`src/rtl/ufct_pkg.sv`:
```
// ----------------------------------------------------------------------------
// ufct_pkg
// Shared constants and types for the UDP flow counter table.
// ----------------------------------------------------------------------------
`default_nettype none

package ufct_pkg;

    localparam int TABLE_SLOTS = 8;
    localparam int SLOT_W      = (TABLE_SLOTS > 1) ? $clog2(TABLE_SLOTS) : 1;
    localparam int SLOT_OUT_W  = 3;

    localparam int ADDR_W = 3;
    localparam int DATA_W = 32;

    // register index, taken from paddr[2]
    localparam logic REG_SERVER_IP   = 1'b0;
    localparam logic REG_SERVER_PORT = 1'b1;

    localparam logic [31:0] SERVER_IP_RESET   = 32'h0A0A_0A14;
    localparam logic [15:0] SERVER_PORT_RESET = 16'd1414;

    localparam logic [1:0] ACT_FILTERED = 2'd0;
    localparam logic [1:0] ACT_FULL     = 2'd1;
    localparam logic [1:0] ACT_FREED    = 2'd2;
    localparam logic [1:0] ACT_REPLY    = 2'd3;

    localparam logic [15:0] ETHERTYPE_IPV4 = 16'h0800;
    localparam logic [7:0]  PROTO_UDP      = 8'd17;
    localparam logic [15:0] UDP_HDR_LEN    = 16'd8;
    // Ethernet header plus UDP header, in bytes
    localparam logic [6:0]  FIXED_HDR_LEN  = 7'd22;

    typedef struct packed {
        logic load_in;  // capture the input word
        logic exec;     // look up, update the table, load the result
    } ctrl_cmd_t;

endpackage

`default_nettype wire

```
`src/rtl/ufct_ctrl.sv`:
```
// ----------------------------------------------------------------------------
// ufct_ctrl
// Sequencer: takes a word, runs the table update, holds the result valid.
// ----------------------------------------------------------------------------
`default_nettype none

module ufct_ctrl (
    input  wire logic              clk,
    input  wire logic              rst_n,
    input  wire logic              in_valid,
    output logic                   in_ready,
    output logic                   out_valid,
    input  wire logic              out_ready,
    output ufct_pkg::ctrl_cmd_t    cmd
);
    import ufct_pkg::*;

    localparam logic ST_IDLE = 1'b0;
    localparam logic ST_EXEC = 1'b1;

    logic state_reg;
    logic state_next;
    logic out_valid_reg;
    logic out_valid_next;
    logic exec;

    // result slot is free when empty or being drained this cycle
    assign exec = (state_reg == ST_EXEC) && (!out_valid_reg || out_ready);

    assign in_ready    = (state_reg == ST_IDLE);
    assign out_valid   = out_valid_reg;
    assign cmd.load_in = in_valid && in_ready;
    assign cmd.exec    = exec;

    always_comb
    begin
        state_next = state_reg;
        unique case (state_reg)
            ST_IDLE:
            begin
                if (in_valid)
                    state_next = ST_EXEC;
            end
            ST_EXEC:
            begin
                if (exec)
                    state_next = ST_IDLE;
            end
            default:
            begin
                state_next = ST_IDLE;
            end
        endcase
    end

    always_comb
    begin
        priority if (exec)
            out_valid_next = 1'b1;
        else if (out_ready)
            out_valid_next = 1'b0;
        else
            out_valid_next = out_valid_reg;
    end

    always_ff @(posedge clk or negedge rst_n)
    begin
        if (!rst_n)
        begin
            state_reg     <= ST_IDLE;
            out_valid_reg <= 1'b0;
        end
        else
        begin
            state_reg     <= state_next;
            out_valid_reg <= out_valid_next;
        end
    end

endmodule

`default_nettype wire

```
`src/rtl/ufct_datapath.sv`:
```
// ----------------------------------------------------------------------------
// ufct_datapath
// Config registers, input word register, client table and result register.
// ----------------------------------------------------------------------------
`default_nettype none

module ufct_datapath (
    input  wire logic                            clk,
    input  wire logic                            rst_n,
    input  wire ufct_pkg::ctrl_cmd_t             cmd,
    input  wire logic [10:0]                     frame_len,
    input  wire logic [3:0]                      ip_header_words,
    input  wire logic [15:0]                     eth_type,
    input  wire logic [7:0]                      ip_protocol,
    input  wire logic [31:0]                     dst_ip,
    input  wire logic [15:0]                     dst_port,
    input  wire logic [31:0]                     src_ip,
    input  wire logic [15:0]                     src_port,
    input  wire logic [15:0]                     udp_len,
    input  wire logic                            is_exit,
    output logic [1:0]                           action,
    output logic [ufct_pkg::SLOT_OUT_W-1:0]      slot,
    output logic [31:0]                          count,
    input  wire logic                            cfg_we,
    input  wire logic [ufct_pkg::ADDR_W-1:0]     cfg_addr,
    input  wire logic [ufct_pkg::DATA_W-1:0]     cfg_wdata,
    output logic [ufct_pkg::DATA_W-1:0]          cfg_rdata
);
    import ufct_pkg::*;

    logic [31:0] server_ip_reg;
    logic [15:0] server_port_reg;

    logic [10:0] frame_len_reg;
    logic [3:0]  ihl_reg;
    logic [15:0] eth_type_reg;
    logic [7:0]  proto_reg;
    logic [31:0] dst_ip_reg;
    logic [15:0] dst_port_reg;
    logic [31:0] src_ip_reg;
    logic [15:0] src_port_reg;
    logic [15:0] udp_len_reg;
    logic        is_exit_reg;

    logic        slot_valid_reg [TABLE_SLOTS];
    logic [31:0] slot_ip_reg    [TABLE_SLOTS];
    logic [15:0] slot_port_reg  [TABLE_SLOTS];
    logic [31:0] slot_count_reg [TABLE_SLOTS];

    logic [1:0]            action_reg;
    logic [1:0]            action_next;
    logic [SLOT_OUT_W-1:0] slot_reg;
    logic [SLOT_OUT_W-1:0] slot_next;
    logic [31:0]           count_reg;
    logic [31:0]           count_next;

    logic [6:0]        min_len;
    logic              pass;
    logic [TABLE_SLOTS-1:0] hit_vec;
    logic              hit;
    logic [SLOT_W-1:0] hit_idx;
    logic              free_any;
    logic [SLOT_W-1:0] free_idx;
    logic              have_slot;
    logic [SLOT_W-1:0] sel_idx;
    logic [31:0]       base_count;
    logic [31:0]       new_count;
    logic              tbl_we;

    // ---------------- config port
    always_ff @(posedge clk or negedge rst_n)
    begin
        if (!rst_n)
        begin
            server_ip_reg   <= SERVER_IP_RESET;
            server_port_reg <= SERVER_PORT_RESET;
        end
        else if (cfg_we)
        begin
            unique case (cfg_addr[2])
                REG_SERVER_IP:   server_ip_reg   <= cfg_wdata;
                REG_SERVER_PORT: server_port_reg <= cfg_wdata[15:0];
                default:         server_ip_reg   <= server_ip_reg;
            endcase
        end
    end

    always_comb
    begin
        unique case (cfg_addr[2])
            REG_SERVER_IP:   cfg_rdata = server_ip_reg;
            REG_SERVER_PORT: cfg_rdata = {{(DATA_W-16){1'b0}}, server_port_reg};
            default:         cfg_rdata = '0;
        endcase
    end

    // ---------------- input word
    always_ff @(posedge clk)
    begin
        if (cmd.load_in)
        begin
            frame_len_reg  <= frame_len;
            ihl_reg        <= ip_header_words;
            eth_type_reg   <= eth_type;
            proto_reg      <= ip_protocol;
            dst_ip_reg     <= dst_ip;
            dst_port_reg   <= dst_port;
            src_ip_reg     <= src_ip;
            src_port_reg   <= src_port;
            udp_len_reg    <= udp_len;
            is_exit_reg    <= is_exit;
        end
    end

    // ---------------- filter
    assign min_len = FIXED_HDR_LEN + {1'b0, ihl_reg, 2'b00};

    // udp_len below 8 is let through on purpose; only exactly 8 drops
    assign pass = (frame_len_reg >= {4'b0, min_len}) &&
                  (eth_type_reg == ETHERTYPE_IPV4) &&
                  (proto_reg == PROTO_UDP) &&
                  (dst_ip_reg == server_ip_reg) &&
                  (dst_port_reg == server_port_reg) &&
                  (udp_len_reg != UDP_HDR_LEN);

    // ---------------- lookup
    always_comb
    begin
        for (int k = 0; k < TABLE_SLOTS; k++)
        begin
            hit_vec[k] = slot_valid_reg[k] && (slot_ip_reg[k] == src_ip_reg) &&
                         (slot_port_reg[k] == src_port_reg);
        end
    end

    assign hit = |hit_vec;

    always_comb
    begin
        hit_idx  = '0;
        free_idx = '0;
        free_any = 1'b0;
        for (int k = TABLE_SLOTS - 1; k >= 0; k--)
        begin
            if (hit_vec[k])
                hit_idx = SLOT_W'(k);
            if (!slot_valid_reg[k])
            begin
                free_idx = SLOT_W'(k);
                free_any = 1'b1;
            end
        end
    end

    assign have_slot  = hit || free_any;
    assign sel_idx    = hit ? hit_idx : free_idx;
    // a fresh slot starts from zero
    assign base_count = hit ? slot_count_reg[hit_idx] : 32'd0;
    assign new_count  = (base_count == 32'hFFFF_FFFF) ? base_count : base_count + 32'd1;
    assign tbl_we     = cmd.exec && pass && have_slot;

    always_comb
    begin
        action_next = ACT_FILTERED;
        slot_next   = '0;
        count_next  = '0;
        if (pass)
        begin
            priority if (!have_slot)
            begin
                action_next = ACT_FULL;
            end
            else if (is_exit_reg)
            begin
                action_next = ACT_FREED;
                slot_next   = SLOT_OUT_W'(sel_idx);
            end
            else
            begin
                action_next = ACT_REPLY;
                slot_next   = SLOT_OUT_W'(sel_idx);
                count_next  = new_count;
            end
        end
    end

    // ---------------- table
    // exit from an unknown client takes and frees the slot at once: net clear
    always_ff @(posedge clk or negedge rst_n)
    begin
        if (!rst_n)
        begin
            for (int k = 0; k < TABLE_SLOTS; k++)
            begin
                slot_valid_reg[k] <= 1'b0;
                slot_ip_reg[k]    <= '0;
                slot_port_reg[k]  <= '0;
                slot_count_reg[k] <= '0;
            end
        end
        else if (tbl_we)
        begin
            if (is_exit_reg)
            begin
                slot_valid_reg[sel_idx] <= 1'b0;
                slot_ip_reg[sel_idx]    <= '0;
                slot_port_reg[sel_idx]  <= '0;
                slot_count_reg[sel_idx] <= '0;
            end
            else
            begin
                slot_valid_reg[sel_idx] <= 1'b1;
                slot_ip_reg[sel_idx]    <= src_ip_reg;
                slot_port_reg[sel_idx]  <= src_port_reg;
                slot_count_reg[sel_idx] <= new_count;
            end
        end
    end

    // ---------------- result register
    always_ff @(posedge clk)
    begin
        if (cmd.exec)
        begin
            action_reg <= action_next;
            slot_reg   <= slot_next;
            count_reg  <= count_next;
        end
    end

    assign action = action_reg;
    assign slot   = slot_reg;
    assign count  = count_reg;

endmodule

`default_nettype wire

```
`src/rtl/udp_flow_counter_table_unit.sv`:
```
// ----------------------------------------------------------------------------
// udp_flow_counter_table_unit
// UDP server front end: filters headers and counts packets per client slot.
// ----------------------------------------------------------------------------
// Path: input register, then parallel slot compare and table update into the
// result register; the update waits while the previous result is undrained.
// No new word is taken until the current word has loaded the result register.
// A new word is taken while the previous result waits on out_ready.
// Reset: all slots free and zeroed, server_ip 10.10.10.20, server_port 1414.
`default_nettype none

module udp_flow_counter_table_unit (
    input  wire logic                            clk,
    input  wire logic                            rst_n,
    input  wire logic                            in_valid,
    output logic                                 in_ready,
    input  wire logic [10:0]                     frame_len,
    input  wire logic [3:0]                      ip_header_words,
    input  wire logic [15:0]                     eth_type,
    input  wire logic [7:0]                      ip_protocol,
    input  wire logic [31:0]                     dst_ip,
    input  wire logic [15:0]                     dst_port,
    input  wire logic [31:0]                     src_ip,
    input  wire logic [15:0]                     src_port,
    input  wire logic [15:0]                     udp_len,
    input  wire logic                            is_exit,
    output logic                                 out_valid,
    input  wire logic                            out_ready,
    output logic [1:0]                           action,
    output logic [ufct_pkg::SLOT_OUT_W-1:0]      slot,
    output logic [31:0]                          count,
    input  wire logic                            psel,
    input  wire logic                            penable,
    input  wire logic                            pwrite,
    input  wire logic [ufct_pkg::ADDR_W-1:0]     paddr,
    input  wire logic [ufct_pkg::DATA_W-1:0]     pwdata,
    output logic [ufct_pkg::DATA_W-1:0]          prdata,
    output logic                                 pready
);
    import ufct_pkg::*;

    ctrl_cmd_t cmd;
    logic      cfg_we;

    assign pready = 1'b1;
    assign cfg_we = psel && penable && pwrite && pready;

    ufct_ctrl u_ctrl (
        .clk       (clk),
        .rst_n     (rst_n),
        .in_valid  (in_valid),
        .in_ready  (in_ready),
        .out_valid (out_valid),
        .out_ready (out_ready),
        .cmd       (cmd)
    );

    ufct_datapath u_datapath (
        .clk             (clk),
        .rst_n           (rst_n),
        .cmd             (cmd),
        .frame_len       (frame_len),
        .ip_header_words (ip_header_words),
        .eth_type        (eth_type),
        .ip_protocol     (ip_protocol),
        .dst_ip          (dst_ip),
        .dst_port        (dst_port),
        .src_ip          (src_ip),
        .src_port        (src_port),
        .udp_len         (udp_len),
        .is_exit         (is_exit),
        .action          (action),
        .slot            (slot),
        .count           (count),
        .cfg_we          (cfg_we),
        .cfg_addr        (paddr),
        .cfg_wdata       (pwdata),
        .cfg_rdata       (prdata)
    );

    // one word in flight: no back-to-back accept
    a_no_b2b_accept: assert property (@(posedge clk) disable iff (!rst_n)
        (in_valid && in_ready) |=> !in_ready)
        else $error("word accepted in consecutive cycles");

    // the result register only loads while the input side is busy
    a_exec_busy: assert property (@(posedge clk) disable iff (!rst_n)
        cmd.exec |-> !in_ready)
        else $error("result loaded while input idle");

    a_drop_slot_zero: assert property (@(posedge clk) disable iff (!rst_n)
        (out_valid && (action == ACT_FILTERED || action == ACT_FULL)) |-> (slot == '0))
        else $error("dropped word carries a slot");

    a_count_only_reply: assert property (@(posedge clk) disable iff (!rst_n)
        (out_valid && action != ACT_REPLY) |-> (count == 32'd0))
        else $error("count nonzero on a non-reply word");

endmodule

`default_nettype wire

```
`config.mk`:
```
export PLATFORM = sky130hd
export DESIGN_NAME = udp_flow_counter_table_unit
export DESIGN_NICKNAME = d
export VERILOG_FILES = /design/src/rtl/ufct_pkg.sv /design/src/rtl/ufct_ctrl.sv /design/src/rtl/ufct_datapath.sv /design/src/rtl/udp_flow_counter_table_unit.sv
export SDC_FILE = /design/constraint.sdc
export NUM_CORES = 2
export LEC_CHECK = 0
export BUFFER_PORTS_ARGS = -buffer_cell sky130_fd_sc_hd__buf_4
export CORE_AREA = 2 2 277 279
export CTS_BUF_LIST = sky130_fd_sc_hd__clkbuf_4 sky130_fd_sc_hd__clkbuf_8
export DETAILED_ROUTE_END_ITERATION = 7
export DIE_AREA = 0 0 279 281
export PLACE_DENSITY = 0.78
export SLEW_MARGIN = 15
export SYNTH_ARGS = -nofsm -noshare
export SYNTH_HDL_FRONTEND = slang
export SYNTH_SLANG_ARGS = --single-unit
export TNS_END_PERCENT = 30
```
`constraint.sdc`:
```
create_clock -name clk -period 22.7 [get_ports clk]
set_clock_uncertainty 0.1 [all_clocks]
set_input_delay 4.54 -clock clk [delete_from_list [all_inputs] [get_ports clk]]
set_output_delay 4.54 -clock clk [all_outputs]
set_load 0.05 [all_outputs]
```
Yosys cells after proc, flatten, opt, wreduce, memory -nomap -nowiden
Cells that the tools add are included.
{ "op_classes": {"addsub": 2, "order_cmp": 4, "n_eq_ne": 22, "muxes": 51, "bitwise": 14, "n_reduce_logical": 37} }
{ "op_table": {"columns": ["operator", "n"], "rows": [
  ["$and A256 B256 Y256", 2],
  ["$bwmux W256", 2],
  ["$mux W256", 2],
  ["$eq A32 B32 Y1", 9],
  ["$not A256 Y256", 1],
  ["$mux W32", 5],
  ["$eq A16 B16 Y1", 9],
  ["$and A128 B128 Y128", 1],
  ["$bwmux W128", 1],
  ["$mux W128", 1],
  ["$not A128 Y128", 1],
  ["$bmux W32 S3", 1],
  ["$demux W32 S3", 1],
  ["$pmux W32 S2", 1],
  ["$mux W3", 17],
  ["$demux W16 S3", 1],
  ["$add A32 B1 Y32 const B", 1],
  ["$eq A32 B32 Y1 const B", 1],
  ["$logic_and A1 B1 Y1", 28],
  ["$eq A16 B12 Y1 const B", 1],
  ["$mux W16", 1],
  ["$ne A16 B4 Y1 const B", 1],
  ["$mux W1", 15],
  ["$ge A11 B7 Y1", 1],
  ["other kinds (18)", 26]
]} }
{ "totals": {"register_bits": 887, "inputBits": 194, "out_inout_bits": 72, "elab_cells": 180} }

Longest topological paths before layout
{ "logic_depth": {"depth_word": 20, "ltp_mapped": 23, "mapped_depth_nobuf": 17} }

Hierarchy
A second synthesis with hierarchy kept.
{ "hier_totals": {"hier_cells": 3790, "area_unflattened_um2": 40812.9} }
{ "by_module_without_submodules": {"columns": ["mod", "n_inst", "cells_each", "area_each_um2", "seq_area_each_um2"], "rows": [
  ["ufct_datapath", 1, 3778, 40694.0, 23078.4],
  ["ufct_ctrl", 1, 9, 101.3, 50.0],
  ["udp_flow_counter_table_unit", 1, 3, 17.5, 0.0]
]} }

Worst setup path before layout
Ideal clock, no wire load.
{ "synth_timing": {"path_type": "input-to-reg", "start": "input port in_valid", "end": "register u_datapath.dst_ip_reg[0] (enable)", "setup_ps": 681, "t_arrival_ps": 11071, "required_ps": 21919, "slack_ps": 10848, "path_stages": 1, "path_buffers": 0, "cell_sequence": "nor2b_1"} }
{ "synth_via": {"elab_chain_len": 1} }
{ "synth_lines": {"columns": ["item", "line", "rtl"], "rows": [
  ["start, declared", "udp_flow_counter_table_unit.sv:15", "input wire logic in_valid,"],
  ["$logic_and A1 B1 Y1", "ufct_ctrl.sv:32", "assign cmd.load_in = in_valid && in_ready;"],
  ["end signal, assigned", "ufct_datapath.sv:106", "dst_ip_reg <= dst_ip;"],
  ["end, declared", "ufct_datapath.sv:38", "logic [31:0] dst_ip_reg;"]
]} }
Every way passes these cells.
A chain may end at the register's enable or synchronous reset.

Worst setup path in the final report
{ "layout_timing": {"start": "input port paddr[2] in the netlist's numbering", "end": "output port prdata[5] in the netlist's numbering"} }
{ "layout_via": {"elab_chain_len": 2} }
{ "layout_lines": {"columns": ["item", "line", "rtl"], "rows": [
  ["start, declared", "udp_flow_counter_table_unit.sv:35", "input wire logic [ufct_pkg::ADDR_W-1:0] paddr,"],
  ["$not A1 Y1", "ufct_datapath.sv:90", "unique case (cfg_addr[2])"],
  ["$pmux W32 S2 (*)", "ufct_datapath.sv:90", null],
  ["end, declared", "udp_flow_counter_table_unit.sv:37", "output logic [ufct_pkg::DATA_W-1:0] prdata,"]
]} }
Every way passes the cells marked *; elsewhere a longest branch is shown, timed or not.

==> impl_results.html <==
<table>
<tr><th>Metric</th><th>Value</th></tr>
<tr><th colspan="2">Run status</th></tr>
<tr><td>Status</td><td>finished, final reports clean</td></tr>
<tr><th colspan="2">Routing</th></tr>
<tr><td>DRC errors left</td><td>0</td></tr>
<tr><td>Total wire length after detailed routing</td><td>189,500 um</td></tr>
<tr><td>Vias post-DR</td><td>40,720</td></tr>
<tr><td>ANT nets after route</td><td>0</td></tr>
<tr><td>Drt first pass iters</td><td>7</td></tr>
<tr><td>Initial drt markers</td><td>6,736</td></tr>
<tr><td>Average detailed-routed wire length per instance</td><td>32.32 um</td></tr>
<tr><td>Detail-routed via count per cell</td><td>6.945</td></tr>
<tr><th colspan="2">Clock tree</th></tr>
<tr><td>Number of buffers inserted by hold repair at cts</td><td>0</td></tr>
<tr><td>Number of levels in the clock H-tree</td><td>4</td></tr>
<tr><td>Clock Tree Buf Depth</td><td>3</td></tr>
<tr><td>Cell at the root of the clock tree</td><td>clkbuf_8</td></tr>
<tr><td>CTS tree</td><td>done</td></tr>
<tr><td>Total clock buffers created by CTS</td><td>150</td></tr>
<tr><td>Clock insertion delay at the later pin of the skew report</td><td>860 ps</td></tr>
<tr><td>Register clock-pin slew on the reported worst setup and hold paths</td><td>60 ps</td></tr>
<tr><td>Post CTS Setup Buffer Count</td><td>0</td></tr>
<tr><td>Clock sink count</td><td>886</td></tr>
<tr><td>Number of resized instances in the post-cts repair step</td><td>0</td></tr>
<tr><th colspan="2">Floorplan</th></tr>
<tr><td>Count of boundary I/O pins</td><td>266</td></tr>
<tr><td>Standard cell core area</td><td>75,440 um^2</td></tr>
<tr><td>Site row count</td><td>101</td></tr>
<tr><td>Area of the die</td><td>78,400 um^2</td></tr>
<tr><td>Overall die width</td><td>279 um</td></tr>
<tr><td>Initial Util</td><td>59.66%</td></tr>
<tr><td>Vert. Die Dim</td><td>281 um</td></tr>
<tr><th colspan="2">Setup path</th></tr>
<tr><td>Nature of the critical path startpoint</td><td>input port</td></tr>
<tr><td>Register-to-Register Setup Slack</td><td>13,620 ps</td></tr>
<tr><td>Top fanout value on the critical path</td><td>34</td></tr>
<tr><td>Cells on worst reg2reg path</td><td>16</td></tr>
<tr><td>Critical path data arrival time</td><td>5580 ps</td></tr>
<tr><td>Crit Path Category</td><td>in2out</td></tr>
<tr><td>CP required</td><td>18,060 ps</td></tr>
<tr><td>Most frequent cell on the critical path</td><td>buf_4</td></tr>
<tr><td>Cells along the critical path</td><td>buf_4, mux2_2, buf_4</td></tr>
<tr><td>Worst path max stage delay</td><td>430 ps</td></tr>
<tr><td>RR Endpoint</td><td>u_datapath.count[20]$_SDFFCE_PP0P_</td></tr>
<tr><td>Worst Setup End Kind</td><td>primary output</td></tr>
<tr><td>Beginning of the worst register-to-register path</td><td>u_datapath.src_ip_reg[27]$_DFFE_PP_</td></tr>
<tr><td>Cell type of the slowest stage on the worst timing path</td><td>mux2_2</td></tr>
<tr><th colspan="2">Yosys</th></tr>
<tr><td>Fraction of registers with async set/reset</td><td>78.78%</td></tr>
<tr><td>Synth Warn #</td><td>0</td></tr>
<tr><td>Total standard cell area after synthesis</td><td>45,010 um^2</td></tr>
<tr><td>Synthesized area per cell</td><td>10.03 um^2</td></tr>
<tr><td>Number of enable-type register cells in the synthesized netlist</td><td>188</td></tr>
<tr><td>Proportion of synthesized chip area in sequential cells</td><td>51.39%</td></tr>
<tr><td>Nets in the synthesized netlist</td><td>4,686</td></tr>
<tr><td>Synth top area cells</td><td>dfrtp_1 (38%), edfxtp_1 (13%), nand2_1 (6.4%)</td></tr>
<tr><td>Number of distinct library cell variants in the gate-level netlist after synthesis</td><td>112</td></tr>
<tr><td>Number of register bits inferred by synthesis</td><td>886</td></tr>
<tr><td>Post-synthesis cell type with the largest combined area</td><td>dfrtp_1</td></tr>
<tr><td>Number of cells produced by synthesis</td><td>4,485</td></tr>
<tr><td>Top cell type's share of synthesized area</td><td>38.09%</td></tr>
<tr><td>Post-synth top flop</td><td>dfrtp_1</td></tr>
<tr><th colspan="2">Job</th></tr>
<tr><td>Max Cap Viol</td><td>0</td></tr>
<tr><th colspan="2">STA</th></tr>
<tr><td>Headroom to the max-slew limit</td><td>11.20%</td></tr>
<tr><td>Worst slew pin tran</td><td>1327 ps</td></tr>
<tr><td>Final clock period utilization by the worst path</td><td>45.04%</td></tr>
<tr><td>Final setup viols</td><td>0</td></tr>
<tr><td>Minimum period implied by the final worst setup slack</td><td>10,220 ps</td></tr>
<tr><td>RSZ-0062 raised after global routing</td><td>false</td></tr>
<tr><td>Sum of negative setup slack</td><td>0 ps</td></tr>
<tr><td>Number of failing hold endpoints at the final stage</td><td>0</td></tr>
<tr><td>Final slew viol count</td><td>0</td></tr>
<tr><td>Highest clock frequency the design can meet</td><td>97.82 MHz</td></tr>
<tr><th colspan="2">Power and ir drop</th></tr>
<tr><td>VDD IR-drop max</td><td>0.09335 mV</td></tr>
<tr><td>Total power per unit cell area</td><td>80.77 nW/um^2</td></tr>
<tr><td>Pleak</td><td>0.02131 uW</td></tr>
<tr><th colspan="2">Worst hold path</th></tr>
<tr><td>WHS Endpoint</td><td>u_datapath.slot_count_reg[36]$_DFFE_PN0P_</td></tr>
<tr><td>Hold Path Class</td><td>reg2reg</td></tr>
<tr><td>Worst hold start</td><td>u_datapath.slot_count_reg[36]$_DFFE_PN0P_</td></tr>
<tr><td>Worst hold path cell count</td><td>2</td></tr>
<tr><th colspan="2">Finish</th></tr>
<tr><td>Area overhead of the layout relative to synthesis</td><td>14.03%</td></tr>
<tr><td>Most common cell after layout, fill and taps aside</td><td>nand2_1</td></tr>
<tr><td>Nets</td><td>4,953</td></tr>
<tr><td>Most frequent cells in the layout</td><td>nand2_1 (748), dfrtp_1 (685), o21ai_0 (493), buf_4 (366), xnor2_1 (215)</td></tr>
<tr><td>Share of post-route cells with drive strength above 1</td><td>18.09%</td></tr>
<tr><td>Register Area</td><td>23,130 um^2</td></tr>
<tr><td>Final Instance Area</td><td>51,320 um^2</td></tr>
<tr><td>Filler cell count</td><td>5,914</td></tr>
<tr><td>Area of combinational cells with multiple inputs</td><td>20,610 um^2</td></tr>
<tr><th colspan="2">GRT</th></tr>
<tr><td>GRT Total Usage</td><td>48.05%</td></tr>
<tr><td>Vias in the first global route</td><td>38,320</td></tr>
<tr><td>Remaining global-route overflow</td><td>0</td></tr>
<tr><td>Pin count of the biggest net entering global routing</td><td>171</td></tr>
<tr><td>Initial antenna violation count</td><td>8</td></tr>
<tr><td>First-pass GRT wire length</td><td>268,900 um</td></tr>
<tr><th colspan="2">Placed design</th></tr>
<tr><td>Placed instance area</td><td>47,980 um^2</td></tr>
<tr><td>HPWL reported at the end of detailed placement</td><td>130,300 um</td></tr>
<tr><td>IO buf count</td><td>261</td></tr>
<tr><td>Weighted congestion at the end of routability-driven global placement</td><td>1.087</td></tr>
</table>
-- cells in the mapped netlist, types with 19 or more instances --
cell type / count
xnor2_1: 215
a32o_1: 28
nand2b_1: 116
buf_2: 59
nand3_1: 128
buf_4: 19
a21oi_1: 66
mux2_2: 116
or4_1: 21
nand2_1: 762
nor4_1: 89
nor3_1: 62
o2111ai_1: 22
o22ai_1: 28
nor4b_1: 19
edfxtp_1: 188
nand4_1: 119
mux2i_1: 58
inv_1: 57
and3_1: 37
and2_1: 36
a31oi_1: 88
o21ai_0: 493
clkbuf_1: 163
xor2_1: 158
o31ai_1: 28
a22o_1: 67
dfrtp_1: 685
nor2b_1: 40
nor2_1: 175
-- final cells by class --
cell class	count	area share (%)
flip-flops and latches	886	45.07
multi-input cells	3284	40.17
clock buffers	241	5.768
repair buffers	370	5.500
well taps	978	2.384
clock inverters	34	0.6217
inverters	60	0.4389
diodes	10	0.04876
-- per-stage QoR --
step / hold WS, ps / instances / utilization, % / worst slack, ps / power (uW)
2_1_floorplan: 338.4 / 4485 / - / 10850 / 2242
3_3_place_gp: 358.6 / 5577 / 63.60 / 12490 / 2559
3_5_place_dp: 370.0 / 5577 / 63.60 / 12480 / 2567
4_1_cts: 383.8 / 5852 / 67.94 / 12490 / 4108
5_1_grt: 399.8 / 5855 / 68.00 / 12450 / 4228
6_report: 383.7 / 5863 / 68.02 / 12480 / 4145
-- cells by family after synthesis --
kind of cell	Yosys count	synth area share (%)
and+or+nand+nor	1694	18.62
xor gates and xnor gates	375	7.331
muxes	183	4.651
AOI/OAI and AO/OA	1024	14.73
DFF	886	51.39
adders and majority gates	7	0.1946
buffers and inverters	315	3.075
other	1	0.008332
-- where the power goes --
group / leakage, uW / switching (uW) / total (uW) / internal, uW
Clock: 0.00176 / 714 / 1570 / 853
Sequential: 0.0114 / 97.0 / 1840 / 1740
Combinational: 0.00814 / 535 / 739 / 204
-- how the worst max path moves through the flow --
| stage | endpoint | slack [ps] | start |
|---|---|---|---|
| detailed placement | prdata[5] | 12480 | paddr[2] |
| finish | prdata[5] | 12480 | paddr[2] |
| floorplan | u_datapath.dst_ip_reg[0]$_DFFE_PP_ | 10850 | in_valid |
| CTS | prdata[5] | 12490 | paddr[2] |
| global placement | prdata[5] | 12490 | paddr[2] |
| global route | prdata[5] | 12450 | paddr[2] |
-- critical path: cells and delay by family --
kind / cells / cell delay, ps
mux: 1 / 430
buf+inv: 2 / 580
-- per-layer routing --
metal  wire (um)  GRT usage [%]  part of all wire, %  up-vias
li1            -              -                    -    16780
met2       75840          66.22                   40     3360
met1       71470          64.12                   38    19870
met3       31820          22.84                   17      698
met4       10350          21.66                  5.5        6
met5          35              0                0.018        -
(Power assumes the default switching activity.)
